<file path="src/rtl/core/tpaf_pkg.sv">
// Shared types, codes and delay tables for the triac phase-angle firing timer.
// Used by tpaf_engine and triac_phase_angle_firing; no dependencies.
package tpaf_pkg;

   localparam int COUNT_WIDTH_DEF = 16;
   localparam int PCT_WIDTH       = 7;
   localparam int DELAY_WIDTH     = 16;
   localparam int LEAD_WIDTH      = 15;
   localparam int PULSE_WIDTH     = 16;
   localparam int CSR_IDX_WIDTH   = 2;
   localparam int CSR_DATA_WIDTH  = 16;
   localparam int PHASE_CODE_WIDTH = 2;

   localparam logic [PCT_WIDTH-1:0] PCT_MAX = 7'd100;

   // item kind on the request side
   localparam logic CMD_TICK       = 1'b0;
   localparam logic CMD_ZERO_CROSS = 1'b1;

   // register indexes on the csr port
   localparam logic [CSR_IDX_WIDTH-1:0] CSR_LINE_FREQ_SEL    = 2'd0;
   localparam logic [CSR_IDX_WIDTH-1:0] CSR_ZERO_CROSS_LEAD  = 2'd1;
   localparam logic [CSR_IDX_WIDTH-1:0] CSR_GATE_PULSE_TICKS = 2'd2;

   localparam logic [LEAD_WIDTH-1:0]  LEAD_RESET  = 15'd800;
   localparam logic [PULSE_WIDTH-1:0] PULSE_RESET = 16'd100;

   // encoded phase as reported on the result word
   localparam logic [PHASE_CODE_WIDTH-1:0] CODE_DELAYING = 2'd0;
   localparam logic [PHASE_CODE_WIDTH-1:0] CODE_PULSE    = 2'd1;
   localparam logic [PHASE_CODE_WIDTH-1:0] CODE_DISABLED = 2'd2;

   typedef enum logic [2:0] {
      PH_DELAYING = 3'b001,
      PH_PULSE    = 3'b010,
      PH_DISABLED = 3'b100
   } phase_type;

   typedef struct packed {
      logic                   line_freq_sel;
      logic [LEAD_WIDTH-1:0]  zero_cross_lead;
      logic [PULSE_WIDTH-1:0] gate_pulse_ticks;
   } cfg_type;

   typedef struct packed {
      logic                        gate_on;
      logic [PHASE_CODE_WIDTH-1:0] phase;
   } result_type;

   // linearizing delay, indexed by percent, 50 Hz mains
   localparam logic [DELAY_WIDTH-1:0] DELAY50 [0:100] = '{
      16'd20000, 16'd17680, 16'd17061, 16'd16621, 16'd16265,
      16'd15961, 16'd15692, 16'd15448, 16'd15225, 16'd15017,
      16'd14822, 16'd14638, 16'd14462, 16'd14295, 16'd14134,
      16'd13979, 16'd13830, 16'd13685, 16'd13544, 16'd13407,
      16'd13274, 16'd13143, 16'd13016, 16'd12891, 16'd12768,
      16'd12647, 16'd12529, 16'd12412, 16'd12297, 16'd12184,
      16'd12072, 16'd11961, 16'd11851, 16'd11743, 16'd11636,
      16'd11529, 16'd11423, 16'd11319, 16'd11215, 16'd11111,
      16'd11008, 16'd10906, 16'd10804, 16'd10703, 16'd10602,
      16'd10501, 16'd10401, 16'd10300, 16'd10200, 16'd10100,
      16'd10000, 16'd9900,  16'd9800,  16'd9700,  16'd9599,
      16'd9499,  16'd9398,  16'd9297,  16'd9196,  16'd9094,
      16'd8992,  16'd8889,  16'd8785,  16'd8681,  16'd8577,
      16'd8471,  16'd8364,  16'd8257,  16'd8149,  16'd8039,
      16'd7928,  16'd7816,  16'd7703,  16'd7588,  16'd7471,
      16'd7353,  16'd7232,  16'd7109,  16'd6984,  16'd6857,
      16'd6726,  16'd6593,  16'd6456,  16'd6315,  16'd6170,
      16'd6021,  16'd5866,  16'd5705,  16'd5538,  16'd5362,
      16'd5178,  16'd4983,  16'd4775,  16'd4552,  16'd4308,
      16'd4039,  16'd3735,  16'd3379,  16'd2939,  16'd2320,
      16'd0
   };

   // same for 60 Hz mains
   localparam logic [DELAY_WIDTH-1:0] DELAY60 [0:100] = '{
      16'd16667, 16'd14733, 16'd14218, 16'd13851, 16'd13554,
      16'd13301, 16'd13076, 16'd12874, 16'd12687, 16'd12514,
      16'd12352, 16'd12198, 16'd12052, 16'd11912, 16'd11778,
      16'd11649, 16'd11525, 16'd11404, 16'd11287, 16'd11173,
      16'd11061, 16'd10953, 16'd10846, 16'd10742, 16'd10640,
      16'd10540, 16'd10441, 16'd10343, 16'd10248, 16'd10153,
      16'd10060, 16'd9967,  16'd9876,  16'd9786,  16'd9696,
      16'd9608,  16'd9520,  16'd9432,  16'd9346,  16'd9259,
      16'd9174,  16'd9088,  16'd9004,  16'd8919,  16'd8835,
      16'd8751,  16'd8667,  16'd8584,  16'd8500,  16'd8417,
      16'd8333,  16'd8250,  16'd8167,  16'd8083,  16'd8000,
      16'd7916,  16'd7832,  16'd7748,  16'd7663,  16'd7578,
      16'd7493,  16'd7407,  16'd7321,  16'd7234,  16'd7147,
      16'd7059,  16'd6970,  16'd6881,  16'd6791,  16'd6699,
      16'd6607,  16'd6514,  16'd6419,  16'd6323,  16'd6226,
      16'd6127,  16'd6027,  16'd5924,  16'd5820,  16'd5714,
      16'd5605,  16'd5494,  16'd5380,  16'd5263,  16'd5142,
      16'd5017,  16'd4888,  16'd4754,  16'd4615,  16'd4469,
      16'd4315,  16'd4153,  16'd3979,  16'd3793,  16'd3590,
      16'd3366,  16'd3113,  16'd2816,  16'd2449,  16'd1933,
      16'd0
   };

   function automatic logic [DELAY_WIDTH-1:0] delay_lookup(
      input logic                 sel60,
      input logic [PCT_WIDTH-1:0] pct
   );
      logic [PCT_WIDTH-1:0] idx;
      idx = (pct > PCT_MAX) ? PCT_MAX : pct;
      return sel60 ? DELAY60[idx] : DELAY50[idx];
   endfunction

   function automatic logic [PHASE_CODE_WIDTH-1:0] phase_code(input phase_type ph);
      logic [PHASE_CODE_WIDTH-1:0] code;
      unique case (ph)
         PH_DELAYING: code = CODE_DELAYING;
         PH_PULSE:    code = CODE_PULSE;
         default:     code = CODE_DISABLED;
      endcase
      return code;
   endfunction

endpackage

</file>
<file path="src/rtl/core/tpaf_engine.sv">
// Firing state: phase, tick counter and compare value, stepped once per word.
// Depends on tpaf_pkg.
module tpaf_engine
   import tpaf_pkg::*;
#(
   parameter int COUNT_WIDTH = COUNT_WIDTH_DEF
) (
   input  logic                 clock,
   input  logic                 reset,
   input  logic                 step,
   input  logic                 cmd,
   input  logic [PCT_WIDTH-1:0] pct,
   input  cfg_type              cfg,
   output result_type           result
);

   phase_type              phase_ff, phase_in;
   logic [COUNT_WIDTH-1:0] count_ff, count_in;
   logic [COUNT_WIDTH-1:0] match_ff, match_in;
   logic [COUNT_WIDTH-1:0] count_inc;
   logic [DELAY_WIDTH:0]   zc_sum;

   assign count_inc = count_ff + COUNT_WIDTH'(1);
   // table delay plus detector lead, wraps at the counter width
   assign zc_sum = {1'b0, delay_lookup(cfg.line_freq_sel, pct)}
                 + {2'b00, cfg.zero_cross_lead};

   always_comb begin
      phase_in = phase_ff;
      count_in = count_ff;
      match_in = match_ff;
      if (step) begin
         if (cmd == CMD_ZERO_CROSS) begin
            phase_in = PH_DELAYING;
            count_in = '0;
            match_in = COUNT_WIDTH'(zc_sum);
         end else begin
            count_in = count_inc;
            if (count_inc == match_ff) begin
               unique case (phase_ff)
                  PH_DELAYING: begin
                     phase_in = PH_PULSE;
                     count_in = '0;
                     match_in = COUNT_WIDTH'(cfg.gate_pulse_ticks);
                  end
                  PH_PULSE: begin
                     phase_in = PH_DISABLED;
                     count_in = '0;
                     match_in = '1;
                  end
                  default: ;  // disabled: keep counting
               endcase
            end
         end
      end
   end

   always_ff @(posedge clock) begin
      if (reset) begin
         phase_ff <= PH_DISABLED;
         count_ff <= '0;
         match_ff <= '1;
      end else begin
         phase_ff <= phase_in;
         count_ff <= count_in;
         match_ff <= match_in;
      end
   end

   // state after this word, captured by the result register in the top level
   assign result.gate_on = (phase_in == PH_PULSE);
   assign result.phase   = phase_code(phase_in);

endmodule

</file>
<file path="src/rtl/core/triac_phase_angle_firing.sv">
// Top level of the triac phase-angle firing timer: stream ports, csr bank,
// input and result registers. Depends on tpaf_pkg and tpaf_engine.
//
//   channel | dir | handshake              | contents
//   --------+-----+------------------------+---------------------------------
//   req     | in  | req_tvalid/req_tready  | tuser cmd, tdata power_percent
//   rsp     | out | rsp_tvalid/rsp_tready  | tdata gate_on, firing_phase
//   csr     | in  | csr_valid/csr_ready    | csr_index, csr_wdata
//
// One word per cycle sustained while rsp_tready stays high; rsp_tvalid rises
// once its word has passed through both registers after acceptance (input
// register, then result register).
// The phase/counter update is one increment and compare in tpaf_engine.
// Reset: gate off, firing disabled, counter 0, compare all ones, csr
// registers at 50 Hz, lead 800, pulse 100.
// A stalled rsp side holds the result; the input register keeps one more
// word, after which req_tready drops.
module triac_phase_angle_firing
   import tpaf_pkg::*;
#(
   parameter int COUNT_WIDTH = COUNT_WIDTH_DEF
) (
   input  logic                      clock,
   input  logic                      reset,

   input  logic                      req_tvalid,
   output logic                      req_tready,
   input  logic [7:0]                req_tdata,   // [6:0] power_percent, [7] zero
   input  logic                      req_tuser,   // [0] cmd

   output logic                      rsp_tvalid,
   input  logic                      rsp_tready,
   output logic [7:0]                rsp_tdata,   // [0] gate_on, [2:1] firing_phase,
                                                  // [7:3] zero

   input  logic                      csr_valid,
   output logic                      csr_ready,
   input  logic [CSR_IDX_WIDTH-1:0]  csr_index,
   input  logic [CSR_DATA_WIDTH-1:0] csr_wdata
);

   // csr bank
   cfg_type cfg_ff, cfg_in;

   // input register
   logic                 in_valid_ff, in_valid_in;
   logic                 in_cmd_ff;
   logic [PCT_WIDTH-1:0] in_pct_ff;

   // result register
   logic       out_valid_ff, out_valid_in;
   result_type out_data_ff;
   result_type step_result;

   logic advance;
   logic req_fire;

   assign csr_ready = 1'b1;

   always_comb begin
      cfg_in = cfg_ff;
      if (csr_valid) begin
         unique case (csr_index)
            CSR_LINE_FREQ_SEL:    cfg_in.line_freq_sel    = csr_wdata[0];
            CSR_ZERO_CROSS_LEAD:  cfg_in.zero_cross_lead  = csr_wdata[LEAD_WIDTH-1:0];
            CSR_GATE_PULSE_TICKS: cfg_in.gate_pulse_ticks = csr_wdata[PULSE_WIDTH-1:0];
            default: ;  // unmapped index, write dropped
         endcase
      end
   end

   // the input word moves on when the result register is free or draining
   assign advance    = in_valid_ff && (!out_valid_ff || rsp_tready);
   assign req_tready = !in_valid_ff || advance;
   assign req_fire   = req_tvalid && req_tready;

   assign in_valid_in  = req_fire || (in_valid_ff && !advance);
   assign out_valid_in = advance || (out_valid_ff && !rsp_tready);

   always_ff @(posedge clock) begin
      if (reset) begin
         cfg_ff.line_freq_sel    <= 1'b0;
         cfg_ff.zero_cross_lead  <= LEAD_RESET;
         cfg_ff.gate_pulse_ticks <= PULSE_RESET;
         in_valid_ff             <= 1'b0;
         out_valid_ff            <= 1'b0;
      end else begin
         cfg_ff       <= cfg_in;
         in_valid_ff  <= in_valid_in;
         out_valid_ff <= out_valid_in;
      end
   end

   always_ff @(posedge clock) begin
      if (req_fire) begin
         in_cmd_ff <= req_tuser;
         in_pct_ff <= req_tdata[PCT_WIDTH-1:0];
      end
      if (advance) begin
         out_data_ff <= step_result;
      end
   end

   tpaf_engine #(
      .COUNT_WIDTH (COUNT_WIDTH)
   ) u_engine (
      .clock  (clock),
      .reset  (reset),
      .step   (advance),
      .cmd    (in_cmd_ff),
      .pct    (in_pct_ff),
      .cfg    (cfg_ff),
      .result (step_result)
   );

   assign rsp_tvalid = out_valid_ff;
   assign rsp_tdata  = {5'b00000, out_data_ff.phase, out_data_ff.gate_on};

endmodule

</file>
<file path="config.mk">
export PLATFORM = sky130hd
export DESIGN_NAME = triac_phase_angle_firing
export DESIGN_NICKNAME = d
export VERILOG_FILES = /design/src/rtl/core/tpaf_pkg.sv /design/src/rtl/core/tpaf_engine.sv /design/src/rtl/core/triac_phase_angle_firing.sv
export SDC_FILE = /design/constraint.sdc
export NUM_CORES = 1
export LEC_CHECK = 0
export ABC_AREA = 1
export BUFFER_PORTS_ARGS = -buffer_cell sky130_fd_sc_hd__buf_2
export CAP_MARGIN = 20
export CORE_MARGIN = 4
export CORE_UTILIZATION = 48
export CTS_BUF_LIST = sky130_fd_sc_hd__clkbuf_2 sky130_fd_sc_hd__clkbuf_4 sky130_fd_sc_hd__clkbuf_8
export DETAILED_ROUTE_END_ITERATION = 16
export PLACE_DENSITY = 0.65
export RECOVER_POWER = 25
export SLEW_MARGIN = 20
export SYNTH_ARGS = -nofsm -noshare
export SYNTH_HDL_FRONTEND = slang
export SYNTH_SLANG_ARGS = --single-unit
export TNS_END_PERCENT = 1
</file>
<file path="constraint.sdc">
create_clock -name clock -period 9.25 [get_ports clock]
set_input_delay 0.925 -clock clock [delete_from_list [all_inputs] [get_ports clock]]
set_output_delay 0.925 -clock clock [all_outputs]
set_load 0.02 [all_outputs]
</file>
==> out/qor.yml, run 1 <==
first_pass_iters: 6
switching_share: 0.4277
drc: 0
setup_viol: 0
tritoncts: "yes"
row_count: 46
place_area_mm2: 0.007959
core-area_mm2: 0.01583
vdd_ir_drop_max_uv: 92.47
dp_hpwl_um: 22110
routed_wl_um: 31080
syn_inst: 1305
power_w: 0.001064
grt_max_degree: 69
cp_max_fo: 33
cp-start-kind: "register"
cts_hold_buffers: 0
portBuffers: 35
clk_pin_slew_ns: 0.11
cts_root_buffer: "clkbuf_8"
cts_buffers: 9
nets: 1370
die_area_mm2: 0.01814
drive_above_1_share: 0.07356
synth_edf_count: 10
p_int_w: 0.0006089
p_leak_nw: 3.776
rsz0062_at_grt: "false"
overflow: 0
gp_congestion: 1.053
cts_setup_buffers: 0
final_area_mm2: 0.008153
fin_crit_sh: 0.6997
min_path_cells: 2
vias: 9328
worstMarginPinSlew_ns: 1.968
grt_pass1_vias: 8340
avgViaCountPerCell: 6.133
crit_type: "register to register"
fmaxAchievable_mhz: 154.5
yosysSeqAreaShare: 0.2183
combPwrFrac: 0.386
yosysWarningCount: 0
fin_skew_ns: 0.02130
cts_resized: 0
h-tree-depth: 3
status: "complete, but fails checks"
clkPwrFrac: 0.262
clk_latency_ns: 0.37
pwr-share-seq: 0.352
die_h_um: 134.7
synth-seq-cells: 79
pin_count: 43
end_kind: "register"
setup-tns-final_ns: 0
antenna_cells: 0
antenna_found_initial: 0
hold_viol_final: 0
ff2ff_path_depth: 27
slew_violations: 47
violations: "capacitance limit, slew limit"
p_sw_w: 0.0004551
wl_per_cell_um: 20.44
syn_area_mm2: 0.007705
pwr_density_cell_mw_per_mm2: 130.5
synthDistinctLibCells: 46
first_iter_violations: 1460
async_reset_ff_frac: 0
grt_pass1_wl_um: 47790
initial_core_util: 0.4868
fin_crit_ns: 6.473
grt_usage: 0.3394
final_util: 0.5151
maxCapViolations: 1
avgSynthCellArea_um2: 5.904
clk_path_buf_depth: 2
fill_cells: 1693
worstPathRequired_ns: 9.42
area_delta_synth_final_pct: 5.814
ant_nets: 0
hp-class: "register to register"
arrival_ns: 6.64
die_w_um: 134.7
synthFlopType: "dfxtp_1"
relSlewSlack: -0.3117
clkSinkCount: 79
==> flip-flops by register name, indices dropped and copies added (netlist names) <==
register,count
rsp_tvalid,1
in_valid_ff,1
u_engine.phase_ff,3
cfg_ff,32
in_pct_ff,7
rsp_tdata,2
u_engine.match_ff,16
in_cmd_ff,1
u_engine.count_ff,16
==> cell usage after synthesis (all sizes together), types with 2 or more instances <==
cell type / number / area (um^2)
o21a: 2 / 15.01
nor3: 8 / 40.04
edfxtp: 10 / 300.3
dfxtp: 69 / 1381
a21boi: 2 / 15.01
clkinv: 3 / 11.26
nand3b: 7 / 52.55
buf: 31 / 175.2
a31oi: 13 / 81.33
a22oi: 3 / 22.52
clkbuf: 37 / 138.9
nand3: 136 / 680.7
conb: 2 / 7.510
o21ai: 125 / 629.4
o221ai: 3 / 26.28
ha: 37 / 462.9
a32oi: 3 / 26.28
o22ai: 10 / 62.56
or2: 4 / 25.02
a211oi: 2 / 15.01
a21oi: 96 / 480.5
inv: 117 / 439.2
nor2: 160 / 648.1
xor2: 7 / 61.31
o2111ai: 5 / 43.79
o31ai: 6 / 45.04
xnor2: 2 / 17.52
o211ai: 34 / 290.3
nand2: 344 / 1299
nand4: 22 / 143.9
==> cell type report <==
cell class	count	area (um^2)	share of cell area
clock buffer	10	131.4	0.01611
clock inverter	6	68.82	0.008441
inverter	120	450.4	0.05525
multi-input combinational	1042	5284	0.6481
sequential	79	1682	0.2063
tap	216	270.3	0.03315
timing repair buffer	48	266.5	0.03269
==> path summary, 6_finish.rpt <==
path,startpoint,slack [ns],to
worst max-delay path,in_pct_ff[5]$_DFFE_PP_,2.78,u_engine.match_ff[14]$_SDFFE_PP1P_
worst min-delay path,cfg_ff[5]$_SDFFE_PP1P_,0.47,cfg_ff[5]$_SDFFE_PP1P_
worst max register to register,in_pct_ff[5]$_DFFE_PP_,2.78,u_engine.match_ff[14]$_SDFFE_PP1P_
worst min register to register,cfg_ff[5]$_SDFFE_PP1P_,0.47,cfg_ff[5]$_SDFFE_PP1P_
==> power groups by stage <==
stage	clock, W	sequential, W	combinational [W]
global route	0.000297	0.000376	0.000446
floorplan	0	0.000377	0.000275
finish	0.000279	0.000374	0.000411
detailed placement	0	0.000382	0.000388
CTS	0.000284	0.000374	0.000391
global placement	0	0.000382	0.000393
==> layer usage <==
metal	GRT usage	up-vias	part of all wire
li1	-	4374	-
met1	0.4997	4166	0.43
met2	0.4564	674	0.39
met3	0.1118	112	0.14
met4	0.1171	2	0.035
met5	0.02778	-	0.0020
==> cell usage in the layout, fill, tap and decap left out, types with 12 or more instances in the layout <==
| cell type | synthesis | layout |
|---|---|---|
| nand2_1 | 341 | 340 |
| nor2_1 | 151 | 150 |
| nand3_1 | 136 | 136 |
| o21ai_0 | 121 | 121 |
| inv_1 | 110 | 110 |
| a21oi_1 | 96 | 96 |
| dfxtp_1 | 69 | 69 |
| ha_1 | 37 | 37 |
| buf_2 | 20 | 33 |
| o211ai_1 | 27 | 27 |
| nand4_1 | 21 | 21 |
| a31oi_1 | 13 | 13 |
| buf_4 | 7 | 12 |
==> stage by stage <==
stage / instances / worst slack [ns] / hold WS, ns
after global routing: 1521 / 2.533 / 0.4999
after global placement: 1505 / 3.209 / 0.4338
after CTS: 1521 / 3.292 / 0.4648
after floorplan: 1309 / 5.020 / 0.4236
final: 1521 / 2.777 / 0.4665
after detailed placement: 1505 / 3.315 / 0.4379
==> critical path, stage by stage, from the launching register on <==
cell      delay, ns
edfxtp_1       0.33
buf_4          0.39
nand2_1        0.18
inv_1          0.14
o21ai_2        0.10
nand2_1        0.50
inv_1          0.50
ha_1           0.43
nor2_1         0.62
o21ai_0        0.22
nand2_1        0.11
nand2_1        0.05
a21oi_1        0.18
nor2_1         0.06
nor2_1         0.30
a21oi_1        0.20
fa_1           0.48
nand2_1        0.10
nand2_1        0.05
o21ai_0        0.16
o21ai_0        0.28
nand3_1        0.13
nand2_1        0.08
or2_2          0.27
nand3_1        0.07
nand2_1        0.13
nand2_1        0.10
o211ai_1       0.08
==> logic make-up (layout without fill, tap and decap cells) <==
family	count (synthesis)	count (layout)	synth area share
AND/OR/NAND/NOR	682	682	0.3758
AO/OA/AOI/OAI	306	306	0.2299
adder cells (fa/ha/maj)	38	38	0.06268
other	2	6	0.0009747
buffers and inverters	188	184	0.09922
XOR/XNOR	10	10	0.01315
flip-flops	79	79	0.2183
(Power assumes the default switching activity.)
==> inputs of run 2 (changes only) <==
- PLACE_DENSITY: 0.65 -> 0.68
- clock period: 9.25 -> 5.8 ns (I/O delays scaled with it)
==> run 2 against run 1 <==
The flow still finishes with violations (capacitance limit, slew limit). Via count rose by 1.2%. Die area unchanged. Sequential share of layout area is 0.72 points lower. Final cell count is 2.2% higher.
==> out/qor.yml, run 2 (synthesis results as in run 1) <==
status: "complete, but fails checks"
violations: "capacitance limit, slew limit"
largest_register_ffs: 32  # unchanged
die_w_um: 134.7  # unchanged
grt_usage: 0.3428  # +0.003470
rrSetupSlack_ns: 0.47  # -2.31 ns
clkSinkCount: 79  # unchanged
cpLargestDelayFamily: "simple AND/OR/NAND/NOR gates"
crit_end: "u_engine.match_ff[11]$_SDFFE_PP1P_"
arrival_ns: 5.51  # -1.13 ns
crit_path_frequent_cell: "nor2_1"
power_w: 0.001754  # +65%
drive_above_1_share: 0.09783  # +0.02427
cts_hold_buffers: 0  # unchanged
pin_count: 43  # unchanged
crit_start: "in_pct_ff[2]$_DFFE_PP_"
final_common_cell: "nand2_1"
row_count: 46  # unchanged
top_register: "cfg_ff"
fin_cells: 1555  # +2.2%
crit_buf_inv: 2  # -1
slew_violations: 49  # +4.3%
reg2reg_to: "u_engine.match_ff[11]$_SDFFE_PP1P_"
setup_viol: 0  # unchanged
top_usage_layer: "met1"
gr-usage-met3: 0.08756  # -0.02422
fin_crit_ns: 5.329  # -1.143 ns
p_leak_nw: 3.961  # +4.9%
die_area_mm2: 0.01814  # unchanged
hp-class: "input pin to register"
largestRegisters: "cfg_ff (32), u_engine.count_ff (16), u_engine.match_ff (16)"
initial_core_util: 0.4868  # unchanged
die_h_um: 134.7  # unchanged
clk_latency_ns: 0.37  # about the same
h-tree-depth: 3  # unchanged
drc: 0  # unchanged
fin_crit_sh: 0.9188  # +0.2191
portBuffers: 35  # unchanged
ff2ff_path_depth: 25  # -7.4%
core-area_mm2: 0.01583  # unchanged
clk_path_buf_depth: 2  # unchanged
antenna_found_initial: 0  # unchanged
avgViaCountPerCell: 6.073  # -0.97%
cts_resized: 0  # unchanged
end_kind: "register"
cts_buffers: 9  # unchanged
antenna_cells: 0  # unchanged
pwr_density_cell_mw_per_mm2: 207.6  # +59%
cp_slowest_stage_delay_ns: 0.53  # -0.09 ns
crit_type: "register to register"
worstMarginPinSlew_ns: 1.963  # -0.004808 ns
path_depth: 25  # -7.4%
clk_pin_slew_ns: 0.08  # -0.03 ns
vdd_ir_drop_max_uv: 154.6  # +67%
tritoncts: "yes"
overflow: 0  # unchanged
vias: 9444  # +1.2%
cp-start-kind: "register"
area_delta_synth_final_pct: 9.646
fin_skew_ns: 0.01135  # -0.009953 ns
nets: 1404  # +2.5%
relSlewSlack: -0.3085  # +0.003205
gp_congestion: 1.048  # -0.48%
fmaxAchievable_mhz: 187.6  # +21%
routed_wl_um: 31590  # +1.6%
grt_pass1_vias: 8492  # +1.8%
grt_pass1_wl_um: 48350  # +1.2%
dp_hpwl_um: 23220  # +5.0%
wl_per_cell_um: 20.31  # -0.59%
ant_nets: 0  # unchanged
first_pass_iters: 6  # unchanged
cts_root_buffer: "clkbuf_8"
dpl.cell_count: 1539  # +2.3%
mostFrequentLayoutCells: "340 x nand2_1, 150 x nor2_1, 136 x nand3_1"
use_met2: 0.4764  # +0.02001
grt_max_degree: 49  # -29%
rsz0062_at_grt: "false"
maxCapViolations: 1  # unchanged
cts_setup_buffers: 0  # unchanged
worst_path_max_delay_cell: "ha_1"
hold_viol_final: 0  # unchanged
r2r-start: "in_pct_ff[2]$_DFFE_PP_"
cp_max_fo: 8  # -76%
first_iter_violations: 1282  # -12%
worstPathRequired_ns: 5.98  # -3.44 ns
grt_util_met1: 0.4991  # -0.0005741
setup-tns-final_ns: 0  # unchanged
-- run 2: cell types whose count changed in the layout (fill, tap and decap cells not counted), sizes merged --
| cell | previous run | this run |
|---|---|---|
| buf | 45 | 80 |
| bufinv | 1 | 2 |
| inv | 119 | 117 |
-- run 2: metrics by stage --
stage          hold WS (ns)  utilization  setup WS [ns]  instance area (um^2)
2_1_floorplan        0.4236            -          1.570                  7720
3_3_place_gp         0.4376       0.5198         0.8153                  8227
3_5_place_dp         0.4381       0.5198         0.7716                  8227
4_1_cts              0.3667       0.5341         0.7493                  8453
5_1_grt              0.3766       0.5338         0.1643                  8448
6_report             0.3852       0.5338         0.4708                  8448
-- run 2: layer usage --
layer,share of wire,vias up
met3,0.12,116
met2,0.40,620
met4,0.042,2
met5,0.0018,-
li1,-,4441
met1,0.44,4265
-- run 2: how the worst min path moves through the flow --
stage / cells past startpoint / slack, ns / to / from
2_1_floorplan: 2 / 0.42 / cfg_ff[5]$_SDFFE_PP1P_ / cfg_ff[5]$_SDFFE_PP1P_
3_3_place_gp: 2 / 0.44 / cfg_ff[6]$_SDFFE_PP1P_ / cfg_ff[6]$_SDFFE_PP1P_
3_5_place_dp: 2 / 0.44 / cfg_ff[6]$_SDFFE_PP1P_ / cfg_ff[6]$_SDFFE_PP1P_
4_1_cts: 1 / 0.37 / in_cmd_ff$_DFFE_PP_ / req_tuser
5_1_grt: 1 / 0.38 / in_pct_ff[0]$_DFFE_PP_ / req_tdata[0]
6_report: 1 / 0.39 / in_cmd_ff$_DFFE_PP_ / req_tuser
-- run 2: power breakdown --
group | switching (W) | leakage, nW | internal [W]
registers | 0.0000173 | 0.659 | 0.000577
clock network | 0.000212 | 0.113 | 0.000259
logic | 0.000478 | 3.19 | 0.000211
-- run 2: worst reg2reg max path, delay by kind of cell, from the launching register on --
| kind | cells | cell delay, ns |
|---|---|---|
| simple gates | 14 | 1.74 |
| fa+ha+maj | 2 | 0.87 |
| compound gates | 7 | 1.70 |
| flops | 1 | 0.43 |
| buf+inv | 2 | 0.40 |
-- run 2: cell type report --
class / instances / area [um^2]
inverter: 120 / 450.4
clock buffer: 11 / 145.1
multi-input combinational: 1042 / 5284
fill: 1650 / 7380
tap: 216 / 270.3
clock inverter: 5 / 81.33
timing repair buffer: 82 / 535.5
sequential: 79 / 1682
==> inputs of run 3 (changes only) <==
- CTS_BUF_LIST: sky130_fd_sc_hd__clkbuf_2 sky130_fd_sc_hd__clkbuf_4 sky130_fd_sc_hd__clkbuf_8 -> sky130_fd_sc_hd__clkbuf_8 sky130_fd_sc_hd__clkbuf_16
==> run 3 against run 2 <==
The flow now finishes without violations. Sequential share of layout area down 0.22 points. Die area unchanged. Register-to-register slack better by 0.07 ns. Global-route usage is essentially flat. Worst setup slack improved by 0.067 ns. Non-clock buffer count unchanged. Largest cell class unchanged.
==> out/qor.yml, run 3 (synthesis results as in run 1) <==
status: "finished, final reports clean"
slew_violations: 0  # -100%
setup_viol: 0  # unchanged
crit_start: "in_pct_ff[2]$_DFFE_PP_"
grt_max_degree: 49  # unchanged
final_common_cell: "nand2_1"
cts_root_buffer: "clkbuf_16"
cts_hold_buffers: 0  # unchanged
hp-class: "input pin to register"
worstPathRequired_ns: 6.01  # +0.03 ns
core-area_mm2: 0.01583  # unchanged
vias: 9464  # +0.21%
worst_path_max_delay_cell: "ha_1"
pwr_density_cell_mw_per_mm2: 220.6  # +6.2%
mostFrequentLayoutCells: "340 x nand2_1, 150 x nor2_1, 136 x nand3_1"
first_pass_iters: 6  # unchanged
reg2reg_to: "u_engine.match_ff[11]$_SDFFE_PP1P_"
overflow: 0  # unchanged
cp_slowest_stage_delay_ns: 0.54  # about the same
rrSetupSlack_ns: 0.54  # +0.07 ns
rsz0062_at_grt: "false"
cts_setup_buffers: 0  # unchanged
grt_pass1_wl_um: 48270  # -0.16%
cp_max_fo: 8  # unchanged
antenna_found_initial: 1  # +1
top_register: "cfg_ff"
dp_hpwl_um: 23220  # unchanged
relSlewSlack: 0.1946  # +0.5031
crit_buf_inv: 2  # unchanged
multiInputGateArea_mm2: 0.005284  # unchanged
initial_core_util: 0.4868  # unchanged
clkSinkCount: 79  # unchanged
crit_end: "u_engine.match_ff[11]$_SDFFE_PP1P_"
drive_above_1_share: 0.09485  # -0.002987
nets: 1404  # unchanged
first_iter_violations: 1166  # -9.0%
h-tree-depth: 3  # unchanged
fin_hold_ws_ns: 0.4129  # +0.02773 ns
grt_pass1_vias: 8499  # +0.082%
tritoncts: "yes"
fill_cells: 1642  # -0.48%
hold_viol_final: 0  # unchanged
setup-tns-final_ns: 0  # unchanged
crit_path_frequent_cell: "nor2_1"
ant_nets: 0  # unchanged
path_depth: 25  # unchanged
worstMarginPinSlew_ns: 1.208  # -0.7546 ns
grt_usage: 0.3426  # about the same
fin_skew_ns: 0.008295  # -0.003055 ns
routed_wl_um: 31700  # +0.37%
seqCellArea_mm2: 0.001682  # unchanged
dpl.cell_count: 1539  # unchanged
maxCapViolations: 0  # -1
largestRegisters: "cfg_ff (32), u_engine.count_ff (16), u_engine.match_ff (16)"
cts_resized: 0  # unchanged
min-delay-start: "req_tuser"
wl_per_cell_um: 20.38  # +0.30%
final_util: 0.5397  # +0.005929
fin_crit_ns: 5.263  # -0.06655 ns
gp_congestion: 1.048  # unchanged
cts_buffers: 9  # unchanged
place_area_mm2: 0.008227  # unchanged
largest_register_ffs: 32  # unchanged
ff2ff_path_depth: 25  # unchanged
drc: 0  # unchanged
arrival_ns: 5.47  # -0.04 ns
row_count: 46  # unchanged
r2r-start: "in_pct_ff[2]$_DFFE_PP_"
vdd_ir_drop_max_uv: 149.0  # -3.7%
pin_count: 43  # unchanged
fmaxAchievable_mhz: 190.0  # +1.3%
fin_cells: 1556  # +0.064%
portBuffers: 35  # unchanged
die_w_um: 134.7  # unchanged
cp-start-kind: "register"
fin_crit_sh: 0.9074  # -0.01147
clk_latency_ns: 0.34  # -0.03 ns
die_h_um: 134.7  # unchanged
area_delta_synth_final_pct: 10.86
clk_path_buf_depth: 2  # unchanged
end_kind: "register"
clk_pin_slew_ns: 0.06  # -0.02 ns
avgViaCountPerCell: 6.082  # +0.15%
final_area_mm2: 0.008542  # +1.1%
crit_type: "register to register"
die_area_mm2: 0.01814  # unchanged
cpLargestDelayFamily: "simple AND/OR/NAND/NOR gates"
p_leak_nw: 3.998  # +0.93%
==> run 3: changes by cell type in the layout (fill, tap and decap cells not counted), moves of 3 or more <==
cell | previous run | this run
clkbuf_1 | 2 | 5
buf_2 | 34 | 30
clkbuf_8 | 10 | 1
clkbuf_16 | 0 | 10
==> run 3: worst register-to-register path, stage by stage (launching register included) <==
cell and delay, ns:
edfxtp_1 0.42, inv_1 0.18, nor2_1 0.21, nor2_1 0.06
nor2_1 0.33, nor2_1 0.21, ha_1 0.54, nor2_2 0.09
inv_1 0.23, nand2_1 0.19, o211ai_1 0.32, nand3b_1 0.11
nand2_1 0.07, nand3_1 0.08, a21oi_1 0.42, ha_1 0.33
nand3_1 0.08, nand3_1 0.12, a21oi_1 0.30, o21ai_0 0.21
a21oi_1 0.20, o21ai_0 0.09, a21oi_1 0.14, nor2_1 0.07
nand2_1 0.06, nand3_1 0.06
==> run 3: worst min-delay path by stage <==
stage                     cells past startpoint                endpoint  slack (ns)
after detailed placement                      2  cfg_ff[6]$_SDFFE_PP1P_        0.44
after CTS                                     1     in_cmd_ff$_DFFE_PP_        0.40
final                                         1     in_cmd_ff$_DFFE_PP_        0.41
after floorplan                               2  cfg_ff[5]$_SDFFE_PP1P_        0.42
after global placement                        2  cfg_ff[6]$_SDFFE_PP1P_        0.44
after global routing                          1  in_pct_ff[0]$_DFFE_PP_        0.41
==> run 3: power breakdown <==
| part | leakage, nW | internal, W | total, W | switching [W] |
|---|---|---|---|---|
| Clock | 0.158 | 0.000370 | 0.000600 | 0.000230 |
| Combinational | 3.18 | 0.000210 | 0.000689 | 0.000478 |
| Sequential | 0.659 | 0.000578 | 0.000596 | 0.0000175 |
==> run 3: layout make-up <==
| type | count | area share |
|---|---|---|
| multi-input combinational | 1042 | 0.6186 |
| sequential | 79 | 0.1969 |
| timing repair buffer | 82 | 0.06255 |
| inverter | 120 | 0.05273 |
| tap | 216 | 0.03164 |
| clock buffer | 11 | 0.03091 |
| clock inverter | 5 | 0.006445 |
| antenna | 1 | 0.0002930 |
==> run 3: through the flow <==
| step | total power, W | setup slack (ns) |
|---|---|---|
| global route | 0.001969 | 0.2343 |
| finish | 0.001884 | 0.5373 |
| floorplan | 0.001039 | 1.570 |
| CTS | 0.001863 | 0.7500 |
| global placement | 0.001268 | 0.8153 |
| detailed placement | 0.001261 | 0.7716 |
==> run 3: routing by layer <==
| layer | vias up | share of wire | track usage |
|---|---|---|---|
| met4 | 2 | 0.045 | 0.1454 |
| met5 | - | 0.0020 | 0.02500 |
| li1 | 4450 | - | - |
| met1 | 4290 | 0.44 | 0.4989 |
| met3 | 118 | 0.12 | 0.08420 |
| met2 | 604 | 0.40 | 0.4753 |
